<file path="src/hw/rtl/gsrch_pkg.sv">
`timescale 1ns / 1ps
// ----------------------------------------------------------------------------
// Graph search package
// Opcodes, field widths and the result type shared by the graph search block.
// ----------------------------------------------------------------------------
package gsrch_pkg;

    localparam int OP_W    = 3;
    localparam int VTX_W   = 6;
    localparam int EDGE_W  = 10;
    localparam int MAX_RES = 32;
    localparam int CNT_W   = 6;

    localparam logic [OP_W-1:0] OP_ADD  = 3'd0;
    localparam logic [OP_W-1:0] OP_DEL  = 3'd1;
    localparam logic [OP_W-1:0] OP_BFS  = 3'd2;
    localparam logic [OP_W-1:0] OP_DFS  = 3'd3;
    localparam logic [OP_W-1:0] OP_TEST = 3'd4;

    typedef struct packed {
        logic [VTX_W-1:0] vertex;
        logic             found;
        logic             present;
        logic             error;
        logic             last;
    } t_res;

endpackage

</file>
<file path="src/hw/rtl/gsrch_if.sv">
`timescale 1ns / 1ps
// ----------------------------------------------------------------------------
// Graph search channels
// Command channel and result channel, each a valid/ready handshake.
// ----------------------------------------------------------------------------
interface gsrch_cmd_if import gsrch_pkg::*; ();
    logic             valid;
    logic             ready;
    logic [OP_W-1:0]  opcode;
    logic [VTX_W-1:0] node_a;
    logic [VTX_W-1:0] node_b;

    modport source (output valid, output opcode, output node_a, output node_b, input ready);
    modport sink   (input valid, input opcode, input node_a, input node_b, output ready);
endinterface

interface gsrch_res_if import gsrch_pkg::*; ();
    logic              valid;
    logic              ready;
    logic [VTX_W-1:0]  visited_vertex;
    logic              found;
    logic              edge_present;
    logic              error;
    logic [EDGE_W-1:0] edge_total;
    logic              last;

    modport source (output valid, output visited_vertex, output found, output edge_present,
                    output error, output edge_total, output last, input ready);
    modport sink   (input valid, input visited_vertex, input found, input edge_present,
                    input error, input edge_total, input last, output ready);
endinterface

</file>
<file path="src/hw/rtl/gsrch_adj_mem.sv">
`timescale 1ns / 1ps
// ----------------------------------------------------------------------------
// Adjacency row memory
// One row per vertex, one write and one registered read per cycle. Row valid
// bits make every row read as zero after reset until it is first written.
// ----------------------------------------------------------------------------
module gsrch_adj_mem #(
    parameter int VERTICES = 32
) (
    input  logic                        i_clk,
    input  logic                        i_rst_n,
    input  logic                        i_rd_en,
    input  logic [$clog2(VERTICES)-1:0] i_rd_addr,
    output logic [VERTICES-1:0]         o_rd_row,
    input  logic                        i_wr_en,
    input  logic [$clog2(VERTICES)-1:0] i_wr_addr,
    input  logic [VERTICES-1:0]         i_wr_row
);

    logic [VERTICES-1:0] r_mem [VERTICES];
    logic [VERTICES-1:0] r_row_valid;
    logic [VERTICES-1:0] r_rd_row;
    logic                r_rd_ok;

    always_ff @(posedge i_clk) begin
        if (!i_rst_n) begin
            r_row_valid <= '0;
        end else if (i_wr_en) begin
            r_row_valid[i_wr_addr] <= 1'b1;
        end
    end

    always_ff @(posedge i_clk) begin
        if (i_wr_en) begin
            r_mem[i_wr_addr] <= i_wr_row;
        end
        if (i_rd_en) begin
            r_rd_row <= r_mem[i_rd_addr];
            r_rd_ok  <= r_row_valid[i_rd_addr];
        end
    end

    assign o_rd_row = r_rd_ok ? r_rd_row : '0;

endmodule

</file>
<file path="src/hw/rtl/gsrch_work_mem.sv">
`timescale 1ns / 1ps
// ----------------------------------------------------------------------------
// Work store
// Queue or stack entries of a search, one write and one registered read per
// cycle. Entries are always written before they are read.
// ----------------------------------------------------------------------------
module gsrch_work_mem import gsrch_pkg::*; #(
    parameter int VERTICES = 32
) (
    input  logic                        i_clk,
    input  logic                        i_rd_en,
    input  logic [$clog2(VERTICES)-1:0] i_rd_addr,
    output logic [VTX_W-1:0]            o_rd_data,
    input  logic                        i_wr_en,
    input  logic [$clog2(VERTICES)-1:0] i_wr_addr,
    input  logic [VTX_W-1:0]            i_wr_data
);

    logic [VTX_W-1:0] r_mem [VERTICES];
    logic [VTX_W-1:0] r_rd_data;

    always_ff @(posedge i_clk) begin
        if (i_wr_en) begin
            r_mem[i_wr_addr] <= i_wr_data;
        end
        if (i_rd_en) begin
            r_rd_data <= r_mem[i_rd_addr];
        end
    end

    assign o_rd_data = r_rd_data;

endmodule

</file>
<file path="src/hw/rtl/gsrch_scan.sv">
`timescale 1ns / 1ps
// ----------------------------------------------------------------------------
// Neighbor scan unit
// Holds the unvisited neighbors of the current vertex and hands out one per
// cycle while i_step is high, lowest first or highest first.
// ----------------------------------------------------------------------------
module gsrch_scan #(
    parameter int VERTICES = 32
) (
    input  logic                        i_clk,
    input  logic                        i_rst_n,
    input  logic                        i_load,
    input  logic [VERTICES-1:0]         i_load_row,
    input  logic                        i_step,
    input  logic                        i_lowest,
    output logic                        o_empty,
    output logic [$clog2(VERTICES)-1:0] o_pick
);

    localparam int AW = $clog2(VERTICES);

    logic [VERTICES-1:0] r_scan;
    logic [AW-1:0]       w_pick;
    logic                w_hit;

    // Ascending sweep: the first hit wins when picking lowest, the last otherwise.
    always_comb begin
        w_pick = '0;
        w_hit  = 1'b0;
        for (int i = 0; i < VERTICES; i++) begin
            if (r_scan[i] && (!i_lowest || !w_hit)) begin
                w_pick = AW'(i);
                w_hit  = 1'b1;
            end
        end
    end

    always_ff @(posedge i_clk) begin
        if (!i_rst_n) begin
            r_scan <= '0;
        end else if (i_load) begin
            r_scan <= i_load_row;
        end else if (i_step) begin
            r_scan[w_pick] <= 1'b0;
        end
    end

    assign o_empty = !w_hit;
    assign o_pick  = w_pick;

endmodule

</file>
<file path="src/hw/rtl/adjacency_matrix_graph_search.sv">
`timescale 1ns / 1ps
// An edge add or remove that changes the graph goes through ST_RDA, ST_RDB, ST_WRB and ST_EMIT
// from accept to result, any other edge operation skips ST_WRB, and a rejected item goes straight
// to ST_EMIT. A search runs ST_POP, ST_VTX, ST_ROW and ST_SCAN per popped vertex, a further ST_SCAN
// step for each neighbor it queues, and ST_EMIT to hand over each result item; the single matrix read
// port and the scan unit set this order. One item is in work at a time; ready is high only while idle.
// Reset clears the edge count and the row valid bits at once; there is no clearing pass.
// ----------------------------------------------------------------------------
// Adjacency matrix graph search
// Undirected graph kept as a bit matrix with edge add, remove and test, and a
// breadth-first or depth-first search that emits every popped vertex.
// ----------------------------------------------------------------------------
module adjacency_matrix_graph_search import gsrch_pkg::*; #(
    parameter int VERTICES = 32
) (
    input  logic              i_clk,
    input  logic              i_rst_n,
    gsrch_cmd_if.sink         i_cmd,
    gsrch_res_if.source       o_res
);

    localparam int AW = $clog2(VERTICES);
    localparam int CW = $clog2(VERTICES + 1);
    localparam logic [VTX_W:0]   MAX_V   = (VTX_W + 1)'(VERTICES);
    localparam logic [CW-1:0]    V_CNT   = CW'(VERTICES);
    localparam logic [CNT_W-1:0] RES_CNT = CNT_W'(MAX_RES);

    localparam logic [3:0] ST_IDLE = 4'd0;
    localparam logic [3:0] ST_RDA  = 4'd1;
    localparam logic [3:0] ST_RDB  = 4'd2;
    localparam logic [3:0] ST_WRB  = 4'd3;
    localparam logic [3:0] ST_POP  = 4'd4;
    localparam logic [3:0] ST_VTX  = 4'd5;
    localparam logic [3:0] ST_ROW  = 4'd6;
    localparam logic [3:0] ST_SCAN = 4'd7;
    localparam logic [3:0] ST_EMIT = 4'd8;

    logic [3:0]        r_state;
    logic [OP_W-1:0]   r_op;
    logic [VTX_W-1:0]  r_a;
    logic [VTX_W-1:0]  r_b;
    logic [EDGE_W-1:0] r_edge_cnt;
    logic [VERTICES-1:0] r_row_a;
    logic [VERTICES-1:0] r_row_b;
    logic [VERTICES-1:0] r_visited;
    logic [CW-1:0]     r_head;
    logic [CW-1:0]     r_tail;
    logic [CNT_W-1:0]  r_cnt;
    logic [VTX_W-1:0]  r_v;
    t_res              r_res;
    t_res              r_out;
    logic [EDGE_W-1:0] r_out_total;
    logic              r_out_valid;

    logic              w_accept;
    logic              w_out_free;
    logic              w_lowest;
    logic              w_a_ok;
    logic              w_b_ok;
    logic [AW-1:0]     w_a_idx;
    logic [AW-1:0]     w_b_idx;
    logic [AW-1:0]     w_v_idx;
    logic [CW-1:0]     w_tail_dec;
    logic [CNT_W-1:0]  w_cnt_next;
    logic              w_present;
    logic [VERTICES-1:0] w_bit_a;
    logic [VERTICES-1:0] w_bit_b;

    logic                w_adj_rd_en;
    logic [AW-1:0]       w_adj_rd_addr;
    logic [VERTICES-1:0] w_adj_row;
    logic                w_adj_wr_en;
    logic [AW-1:0]       w_adj_wr_addr;
    logic [VERTICES-1:0] w_adj_wr_row;

    logic                w_wk_rd_en;
    logic [AW-1:0]       w_wk_rd_addr;
    logic [VTX_W-1:0]    w_wk_data;
    logic                w_wk_wr_en;
    logic [AW-1:0]       w_wk_wr_addr;
    logic [VTX_W-1:0]    w_wk_wr_data;

    logic                w_scan_load;
    logic                w_scan_step;
    logic                w_scan_empty;
    logic [AW-1:0]       w_pick;
    logic [VTX_W-1:0]    w_pick_vtx;

    assign w_accept   = i_cmd.valid && i_cmd.ready;
    assign w_out_free = !r_out_valid || o_res.ready;
    assign w_lowest   = (r_op == OP_BFS);

    assign w_a_ok  = (i_cmd.node_a != '0) && ({1'b0, i_cmd.node_a} <= MAX_V);
    assign w_b_ok  = (i_cmd.node_b != '0) && ({1'b0, i_cmd.node_b} <= MAX_V);
    assign w_a_idx = AW'(r_a - VTX_W'(1));
    assign w_b_idx = AW'(r_b - VTX_W'(1));
    assign w_v_idx = AW'(w_wk_data - VTX_W'(1));
    assign w_bit_a = VERTICES'(1) << w_a_idx;
    assign w_bit_b = VERTICES'(1) << w_b_idx;

    assign w_present  = r_row_a[w_b_idx];
    assign w_tail_dec = r_tail - CW'(1);
    assign w_cnt_next = r_cnt + CNT_W'(1);
    assign w_pick_vtx = VTX_W'(w_pick) + VTX_W'(1);

    // Memory port steering; each state uses at most one read and one write per memory.
    always_comb begin
        w_adj_rd_en   = 1'b0;
        w_adj_rd_addr = w_a_idx;
        w_adj_wr_en   = 1'b0;
        w_adj_wr_addr = w_a_idx;
        w_adj_wr_row  = r_row_b;
        w_wk_rd_en    = 1'b0;
        w_wk_rd_addr  = r_head[AW-1:0];
        w_wk_wr_en    = 1'b0;
        w_wk_wr_addr  = r_tail[AW-1:0];
        w_wk_wr_data  = w_pick_vtx;
        w_scan_load   = 1'b0;
        w_scan_step   = 1'b0;
        unique case (r_state)
            ST_IDLE: begin
                w_adj_rd_addr = AW'(i_cmd.node_a - VTX_W'(1));
                w_wk_wr_addr  = '0;
                w_wk_wr_data  = i_cmd.node_a;
                if (w_accept && w_a_ok && w_b_ok) begin
                    if (i_cmd.opcode == OP_BFS || i_cmd.opcode == OP_DFS) begin
                        w_wk_wr_en = 1'b1;
                    end else if (i_cmd.opcode <= OP_TEST) begin
                        w_adj_rd_en = 1'b1;
                    end
                end
            end
            ST_RDA: begin
                w_adj_rd_en   = 1'b1;
                w_adj_rd_addr = w_b_idx;
            end
            ST_RDB: begin
                w_adj_wr_addr = w_a_idx;
                if (r_op == OP_ADD && !w_present) begin
                    w_adj_wr_en  = 1'b1;
                    w_adj_wr_row = r_row_a | w_bit_b;
                end else if (r_op == OP_DEL && w_present) begin
                    w_adj_wr_en  = 1'b1;
                    w_adj_wr_row = r_row_a & ~w_bit_b;
                end
            end
            ST_WRB: begin
                w_adj_wr_en   = 1'b1;
                w_adj_wr_addr = w_b_idx;
            end
            ST_POP: begin
                w_wk_rd_en   = 1'b1;
                w_wk_rd_addr = w_lowest ? r_head[AW-1:0] : w_tail_dec[AW-1:0];
            end
            ST_VTX: begin
                w_adj_rd_addr = w_v_idx;
                w_adj_rd_en   = (w_wk_data != r_b) && (w_cnt_next != RES_CNT);
            end
            ST_ROW: begin
                w_scan_load = 1'b1;
            end
            ST_SCAN: begin
                if (!w_scan_empty) begin
                    w_scan_step = 1'b1;
                    w_wk_wr_en  = (r_tail < V_CNT);
                end
            end
            ST_EMIT: begin
            end
            default: begin
            end
        endcase
    end

    always_ff @(posedge i_clk) begin
        if (!i_rst_n) begin
            r_state     <= ST_IDLE;
            r_edge_cnt  <= '0;
            r_out_valid <= 1'b0;
            r_head      <= '0;
            r_tail      <= '0;
            r_cnt       <= '0;
            r_visited   <= '0;
        end else begin
            if (r_state == ST_EMIT && w_out_free) begin
                r_out_valid <= 1'b1;
            end else if (o_res.ready) begin
                r_out_valid <= 1'b0;
            end

            unique case (r_state)
                ST_IDLE: begin
                    if (w_accept) begin
                        r_op  <= i_cmd.opcode;
                        r_a   <= i_cmd.node_a;
                        r_b   <= i_cmd.node_b;
                        r_res <= '{vertex: '0, found: 1'b0, present: 1'b0,
                                   error: (i_cmd.opcode <= OP_TEST) && !(w_a_ok && w_b_ok),
                                   last: 1'b1};
                        if (i_cmd.opcode > OP_TEST) begin
                            r_state <= ST_EMIT;
                        end else if (!w_a_ok || !w_b_ok) begin
                            r_state <= ST_EMIT;
                        end else if (i_cmd.opcode == OP_BFS || i_cmd.opcode == OP_DFS) begin
                            r_visited <= VERTICES'(1) << AW'(i_cmd.node_a - VTX_W'(1));
                            r_head    <= '0;
                            r_tail    <= CW'(1);
                            r_cnt     <= '0;
                            r_state   <= ST_POP;
                        end else begin
                            r_state <= ST_RDA;
                        end
                    end
                end
                ST_RDA: begin
                    r_row_a <= w_adj_row;
                    r_state <= ST_RDB;
                end
                ST_RDB: begin
                    r_res.present <= (r_op == OP_TEST) && w_present;
                    if (r_op == OP_ADD && !w_present) begin
                        r_row_b    <= w_adj_row | w_bit_a;
                        r_edge_cnt <= r_edge_cnt + EDGE_W'(1);
                        r_state    <= ST_WRB;
                    end else if (r_op == OP_DEL && w_present) begin
                        r_row_b    <= w_adj_row & ~w_bit_a;
                        r_edge_cnt <= r_edge_cnt - EDGE_W'(1);
                        r_state    <= ST_WRB;
                    end else begin
                        r_state <= ST_EMIT;
                    end
                end
                ST_WRB: begin
                    r_state <= ST_EMIT;
                end
                ST_POP: begin
                    if (w_lowest) begin
                        r_head <= r_head + CW'(1);
                    end else begin
                        r_tail <= w_tail_dec;
                    end
                    r_state <= ST_VTX;
                end
                ST_VTX: begin
                    r_cnt <= w_cnt_next;
                    r_v   <= w_wk_data;
                    if (w_wk_data == r_b) begin
                        r_res   <= '{vertex: w_wk_data, found: 1'b1, present: 1'b0,
                                     error: 1'b0, last: 1'b1};
                        r_state <= ST_EMIT;
                    end else if (w_cnt_next == RES_CNT) begin
                        r_res   <= '{vertex: w_wk_data, found: 1'b0, present: 1'b0,
                                     error: 1'b0, last: 1'b1};
                        r_state <= ST_EMIT;
                    end else begin
                        r_state <= ST_ROW;
                    end
                end
                ST_ROW: begin
                    r_state <= ST_SCAN;
                end
                ST_SCAN: begin
                    if (w_scan_empty) begin
                        // The item ends here when nothing is left to pop.
                        r_res   <= '{vertex: r_v, found: 1'b0, present: 1'b0, error: 1'b0,
                                     last: w_lowest ? (r_head >= r_tail) : (r_tail == '0)};
                        r_state <= ST_EMIT;
                    end else begin
                        r_visited[w_pick] <= 1'b1;
                        if (r_tail < V_CNT) begin
                            r_tail <= r_tail + CW'(1);
                        end
                    end
                end
                ST_EMIT: begin
                    if (w_out_free) begin
                        r_state <= r_res.last ? ST_IDLE : ST_POP;
                    end
                end
                default: begin
                    r_state <= ST_IDLE;
                end
            endcase
        end
    end

    always_ff @(posedge i_clk) begin
        if (r_state == ST_EMIT && w_out_free) begin
            r_out       <= r_res;
            r_out_total <= r_edge_cnt;
        end
    end

    gsrch_adj_mem #(.VERTICES(VERTICES)) u_adj_mem (
        .i_clk     (i_clk),
        .i_rst_n   (i_rst_n),
        .i_rd_en   (w_adj_rd_en),
        .i_rd_addr (w_adj_rd_addr),
        .o_rd_row  (w_adj_row),
        .i_wr_en   (w_adj_wr_en),
        .i_wr_addr (w_adj_wr_addr),
        .i_wr_row  (w_adj_wr_row)
    );

    gsrch_work_mem #(.VERTICES(VERTICES)) u_work_mem (
        .i_clk     (i_clk),
        .i_rd_en   (w_wk_rd_en),
        .i_rd_addr (w_wk_rd_addr),
        .o_rd_data (w_wk_data),
        .i_wr_en   (w_wk_wr_en),
        .i_wr_addr (w_wk_wr_addr),
        .i_wr_data (w_wk_wr_data)
    );

    gsrch_scan #(.VERTICES(VERTICES)) u_scan (
        .i_clk      (i_clk),
        .i_rst_n    (i_rst_n),
        .i_load     (w_scan_load),
        .i_load_row (w_adj_row & ~r_visited),
        .i_step     (w_scan_step),
        .i_lowest   (w_lowest),
        .o_empty    (w_scan_empty),
        .o_pick     (w_pick)
    );

    assign i_cmd.ready          = (r_state == ST_IDLE);
    assign o_res.valid          = r_out_valid;
    assign o_res.visited_vertex = r_out.vertex;
    assign o_res.found          = r_out.found;
    assign o_res.edge_present   = r_out.present;
    assign o_res.error          = r_out.error;
    assign o_res.edge_total     = r_out_total;
    assign o_res.last           = r_out.last;

endmodule

</file>
<file path="src/flat_wrapper.sv">
// flat-port wrapper written by rule: the top's interface ports become plain ports
module adjacency_matrix_graph_search_flat import gsrch_pkg::*;
#(
    parameter int VERTICES = 32
)
  (i_clk, i_rst_n, i_cmd_valid, i_cmd_opcode, i_cmd_node_a, i_cmd_node_b, i_cmd_ready, o_res_valid, o_res_visited_vertex, o_res_found, o_res_edge_present, o_res_error, o_res_edge_total, o_res_last, o_res_ready);
  gsrch_cmd_if i_cmd_i ();
  gsrch_res_if o_res_i ();
  input  logic i_clk;
  input  logic i_rst_n;
  input wire logic [$bits(i_cmd_i.valid)-1:0] i_cmd_valid;
  input wire logic [$bits(i_cmd_i.opcode)-1:0] i_cmd_opcode;
  input wire logic [$bits(i_cmd_i.node_a)-1:0] i_cmd_node_a;
  input wire logic [$bits(i_cmd_i.node_b)-1:0] i_cmd_node_b;
  output wire logic [$bits(i_cmd_i.ready)-1:0] i_cmd_ready;
  output wire logic [$bits(o_res_i.valid)-1:0] o_res_valid;
  output wire logic [$bits(o_res_i.visited_vertex)-1:0] o_res_visited_vertex;
  output wire logic [$bits(o_res_i.found)-1:0] o_res_found;
  output wire logic [$bits(o_res_i.edge_present)-1:0] o_res_edge_present;
  output wire logic [$bits(o_res_i.error)-1:0] o_res_error;
  output wire logic [$bits(o_res_i.edge_total)-1:0] o_res_edge_total;
  output wire logic [$bits(o_res_i.last)-1:0] o_res_last;
  input wire logic [$bits(o_res_i.ready)-1:0] o_res_ready;
  assign i_cmd_i.valid = i_cmd_valid;
  assign i_cmd_i.opcode = i_cmd_opcode;
  assign i_cmd_i.node_a = i_cmd_node_a;
  assign i_cmd_i.node_b = i_cmd_node_b;
  assign i_cmd_ready = i_cmd_i.ready;
  assign o_res_valid = o_res_i.valid;
  assign o_res_visited_vertex = o_res_i.visited_vertex;
  assign o_res_found = o_res_i.found;
  assign o_res_edge_present = o_res_i.edge_present;
  assign o_res_error = o_res_i.error;
  assign o_res_edge_total = o_res_i.edge_total;
  assign o_res_last = o_res_i.last;
  assign o_res_i.ready = o_res_ready;
  adjacency_matrix_graph_search #(.VERTICES(VERTICES)) u_core (.i_clk(i_clk), .i_rst_n(i_rst_n), .i_cmd(i_cmd_i), .o_res(o_res_i));
endmodule
</file>
<file path="config.mk">
export PLATFORM = sky130hd
export DESIGN_NAME = adjacency_matrix_graph_search_flat
export DESIGN_NICKNAME = d
export VERILOG_FILES = /design/src/hw/rtl/gsrch_pkg.sv /design/src/hw/rtl/gsrch_if.sv /design/src/hw/rtl/gsrch_adj_mem.sv /design/src/hw/rtl/gsrch_work_mem.sv /design/src/hw/rtl/gsrch_scan.sv /design/src/hw/rtl/adjacency_matrix_graph_search.sv /design/src/flat_wrapper.sv
export SDC_FILE = /design/constraint.sdc
export NUM_CORES = 2
export LEC_CHECK = 0
export BUFFER_PORTS_ARGS = -buffer_cell sky130_fd_sc_hd__buf_2
export CORE_AREA = 2 2 334 336
export CTS_BUF_LIST = sky130_fd_sc_hd__clkbuf_4
export CTS_CLUSTER_DIAMETER = 150
export CTS_CLUSTER_SIZE = 24
export DETAILED_ROUTE_END_ITERATION = 10
export DIE_AREA = 0 0 336 338
export PLACE_DENSITY = 0.76
export SYNTH_ARGS = -nofsm -noshare
export SYNTH_HDL_FRONTEND = slang
export SYNTH_SLANG_ARGS = --single-unit
</file>
<file path="constraint.sdc">
create_clock -name i_clk -period 4.9 [get_ports i_clk]
set_clock_uncertainty 0.2 [all_clocks]
set_input_delay 0.49 -clock i_clk [delete_from_list [all_inputs] [get_ports i_clk]]
set_output_delay 0.49 -clock i_clk [all_outputs]
set_load 0.05 [all_outputs]
</file>
==> flow_metrics.env <==
export IMPL_cts_buffers_inserted=72
export IMPL_grt_pass1_vias=34650
export IMPL_dr_pass1_iters=8
export IMPL_worst_pin_slew_ps=1354
export IMPL_hold_ws_ps=105.9
export IMPL_ys_ff_latch=1498
export IMPL_cp_arrival_ps=5420
export IMPL_clk_pin_slew_ps=270
export IMPL_critical_path_peak_fanout=43
export IMPL_portBuffers=40
export IMPL_yosys_area_top_type="edfxtp_1"
export IMPL_dp_slack_ps=368.6
export IMPL_dieWidth_um=336
export IMPL_slowest_stage="buf_4"
export IMPL_endpoint_kind="flop"
export IMPL_ir_drop_mv=0.2781
export IMPL_ys_types=86
export IMPL_cp_buffers_inverters=3
export IMPL_drv_cap=0
export IMPL_gp_congestion=0.9442
export IMPL_ant_nets=0
export IMPL_die_h_um=338
export IMPL_synth_edff_count=1369
export IMPL_routed_wl_um=153800
export IMPL_synth_top_flop_cell="edfxtp_1"
export IMPL_start_kind="flop"
export IMPL_synthDominantCellAreaShare_pct=63.93
export IMPL_antenna_found_initial=8
export IMPL_setup_viol=0
export IMPL_dr_first_iter_drc_count=4304
export IMPL_ys_warn_count=0
export IMPL_fillers=7937
export IMPL_core_um2=110100
export IMPL_num_rows=122
export IMPL_wl_per_cell_um=26.43
export IMPL_fmax_mhz=217.4
export IMPL_finalMaxSlewViolations=0
export IMPL_syn_nets=4233
export IMPL_run_status="completed"
export IMPL_layout_drive_gt1_share_pct=13.37
export IMPL_clk_latency_ps=1070
export IMPL_setup_tns_ps=0
export IMPL_crit_chain="inv_1 > ha_1 > nor3b_2 > xnor2_2 > mux2i_1 > a22oi_1 > nand2_2 > and2_1 > inv_2 > buf_4 > ha_1 > a21oi_1 > o21ai_0 > or2_2 > a2bb2oi_1 > or3_1 > a21oi_1"
export IMPL_slew_headroom_pct=9.750
export IMPL_synthArstFlopShare_pct=0
export IMPL_period_share_pct=93.86
export IMPL_clock_sinks=1498
export IMPL_cts_tree="done"
export IMPL_drc=0
export IMPL_worstSetupPathType="reg -> reg"
export IMPL_num_io_pins=41
export IMPL_area_delta_synth_final_pct=7.038
export IMPL_fin_crit_ps=4599
export IMPL_hp_class="in -> reg"
export IMPL_setup_slack_ps=301.0
export IMPL_grt_max_degree=80
export IMPL_synth_cells=4174
export IMPL_p_leak_nw=24.94
export IMPL_cp_top_family="simple AND/OR/NAND/NOR gates"
export IMPL_viasPerCell=6.260
export IMPL_syn_avg_cell_area_um2=15.40
export IMPL_vias=36430
export IMPL_synth_seq_area_share_pct=67.95
export IMPL_fin_total_pwr_mw=23.86
export IMPL_cts_root_buf="clkbuf_4"
export IMPL_hold_violations=0
export IMPL_worstPathRequired_ps=5720
export IMPL_overflow=0
export IMPL_clockBufferDepth=3
export IMPL_grt_pass1_wl_um=225700
export IMPL_dp_hpwl_um=96960
export IMPL_critPathMaxStageDelay_ps=430
export IMPL_rsz0062_at_grt="no"
export IMPL_finalCoreUtilization_pct=62.54
export IMPL_final_nets=4362
export IMPL_cts_htree_levels=3
export IMPL_cellPowerDensity_nw_per_um2=346.7
export IMPL_die_area_um2=113600
export IMPL_syn_area_um2=64300
export IMPL_start_util_pct=58.42
export IMPL_grt_util_all_layers_pct=27.03
export IMPL_synth_area_leaders="edfxtp_1 (64%), mux2i_1 (16%), dfxtp_1 (4.0%)"
## logic make-up (layout without fill, tap and decap cells)
kind of cell	count (synthesis)	count (layout)	share of synthesized area (%)
other	0	7	0
adders and majority gates	40	40	0.7900
AOI/OAI and AO/OA	447	447	4.516
xor gates and xnor gates	40	40	0.5565
buffers and inverters	282	432	1.995
muxes	1159	1159	19.28
DFF	1498	1498	67.95
and+or+nand+nor	708	708	4.915
## metrics by stage
step | cell area (um2) | cells
6_report | 68820 | 5819
5_1_grt | 68820 | 5819
4_1_cts | 68800 | 5812
3_5_place_dp | 67760 | 5687
3_3_place_gp | 67760 | 5687
2_1_floorplan | 64300 | 4174
## layout make-up
| class | instances | area [um2] | area share [%] |
|---|---|---|---|
| Inverter | 63 | 249.0 | 0.3618 |
| Antenna cell | 7 | 17.52 | 0.02545 |
| Tap cell | 1488 | 1862 | 2.705 |
| Clock buffer | 89 | 668.1 | 0.9708 |
| Multi-Input combinational cell | 2394 | 19840 | 28.82 |
| Timing Repair Buffer | 274 | 2432 | 3.534 |
| Clock inverter | 6 | 68.82 | 0.09999 |
| Sequential cell | 1498 | 43690 | 63.48 |
## worst register-to-register path: stages (launching register included)
cell and delay (ps):
edfxtp_1 420, inv_1 90, ha_1 250, nor3b_2 180, xnor2_2 420, mux2i_1 160
a22oi_1 310, nand2_2 210, and2_1 210, inv_2 150, buf_4 440, ha_1 360
a21oi_1 130, o21ai_0 130, or2_2 300, a2bb2oi_1 140, or3_1 320, a21oi_1 140
## where the power goes
part / internal, mW / leakage [nW] / switching, mW
clock network: 0.894 / 0.440 / 3.50
registers: 14.0 / 13.4 / 0.0639
logic: 2.31 / 11.1 / 3.08
total: 17.2 / 24.9 / 6.64
## layer usage
layer | routed length, um | track usage, % | up-vias | share of wire, %
met2 | 72570 | 43.75 | 1589 | 47
met4 | 5610 | 8.883 | 2 | 3.6
met1 | 63410 | 38.38 | 18360 | 41
met5 | 13 | 0 | - | 0.0085
met3 | 12200 | 3.478 | 281 | 7.9
li1 | - | - | 16190 | -
## sequential cells by signal (all words and copies together), names as in the netlist, 10 cells and up
| name | cells |
|---|---|
| u_core.o_res.edge_total | 10 |
| u_core.r_res | 10 |
| u_core.u_work_mem.r_mem | 192 |
| u_core.u_adj_mem.r_row_valid | 32 |
| u_core.r_edge_cnt | 10 |
| u_core.u_adj_mem.r_mem | 1024 |
| u_core.r_row_a | 32 |
| u_core.u_scan.r_scan | 32 |
| u_core.r_row_b | 32 |
| u_core.r_visited | 32 |
| u_core.u_adj_mem.r_rd_row | 32 |
## layout by cell type (no fill, tap or decap), drive strengths merged, types with 12 or more instances in the layout
| master | instances |
|---|---|
| a21oi | 95 |
| a22oi | 15 |
| a31oi | 13 |
| and2 | 20 |
| and3 | 12 |
| buf | 244 |
| clkbuf | 89 |
| dfxtp | 129 |
| dlygate4sd3 | 30 |
| edfxtp | 1369 |
| ha | 39 |
| inv | 64 |
| mux2 | 74 |
| mux2i | 1029 |
| mux4 | 56 |
| nand2 | 279 |
| nand3 | 38 |
| nor2 | 240 |
| nor2b | 13 |
| nor3 | 28 |
| nor4 | 17 |
| o211ai | 37 |
| o21ai | 154 |
| o221a | 22 |
| o31ai | 32 |
| xnor2 | 24 |
| xor2 | 16 |
## Yosys cell counts (all sizes together) (17+ instances only)
master,number
nand3,38
clkbuf,79
and2,20
mux2i,1029
o221a,22
mux2,74
o21ai,154
nor4,17
dfxtp,129
o211ai,37
inv,61
xnor2,24
nand2,279
mux4,56
o31ai,32
a21oi,95
edfxtp,1369
buf,140
ha,39
nor2,240
nor3,28
## path summary, 6_finish.rpt
| check | from | end | slack, ps | cells past startpoint |
|---|---|---|---|---|
| worst max-delay path | u_core.r_b[0]$_DFFE_PP_ | u_core.r_edge_cnt[9]$_SDFFE_PN0P_ | 300 | 17 |
| worst min-delay path | i_rst_n | u_core.r_tail[0]$_SDFFE_PN0P_ | 110 | 3 |
| worst max register to register | u_core.r_b[0]$_DFFE_PP_ | u_core.r_edge_cnt[9]$_SDFFE_PN0P_ | 300 | 17 |
| worst min register to register | u_core.r_res[2]$_SDFFCE_PN0P_ | u_core.o_res.edge_present$_DFFE_PP_ | 250 | 0 |
## what timing repair did
action,4_1_cts,5_1_grt
gates resized for setup,0,1
setup buffers,0,0
setup endpoints to repair,0,16
hold endpoints to repair,170,0
hold buffers,30,0
(Power assumes the default switching activity.)
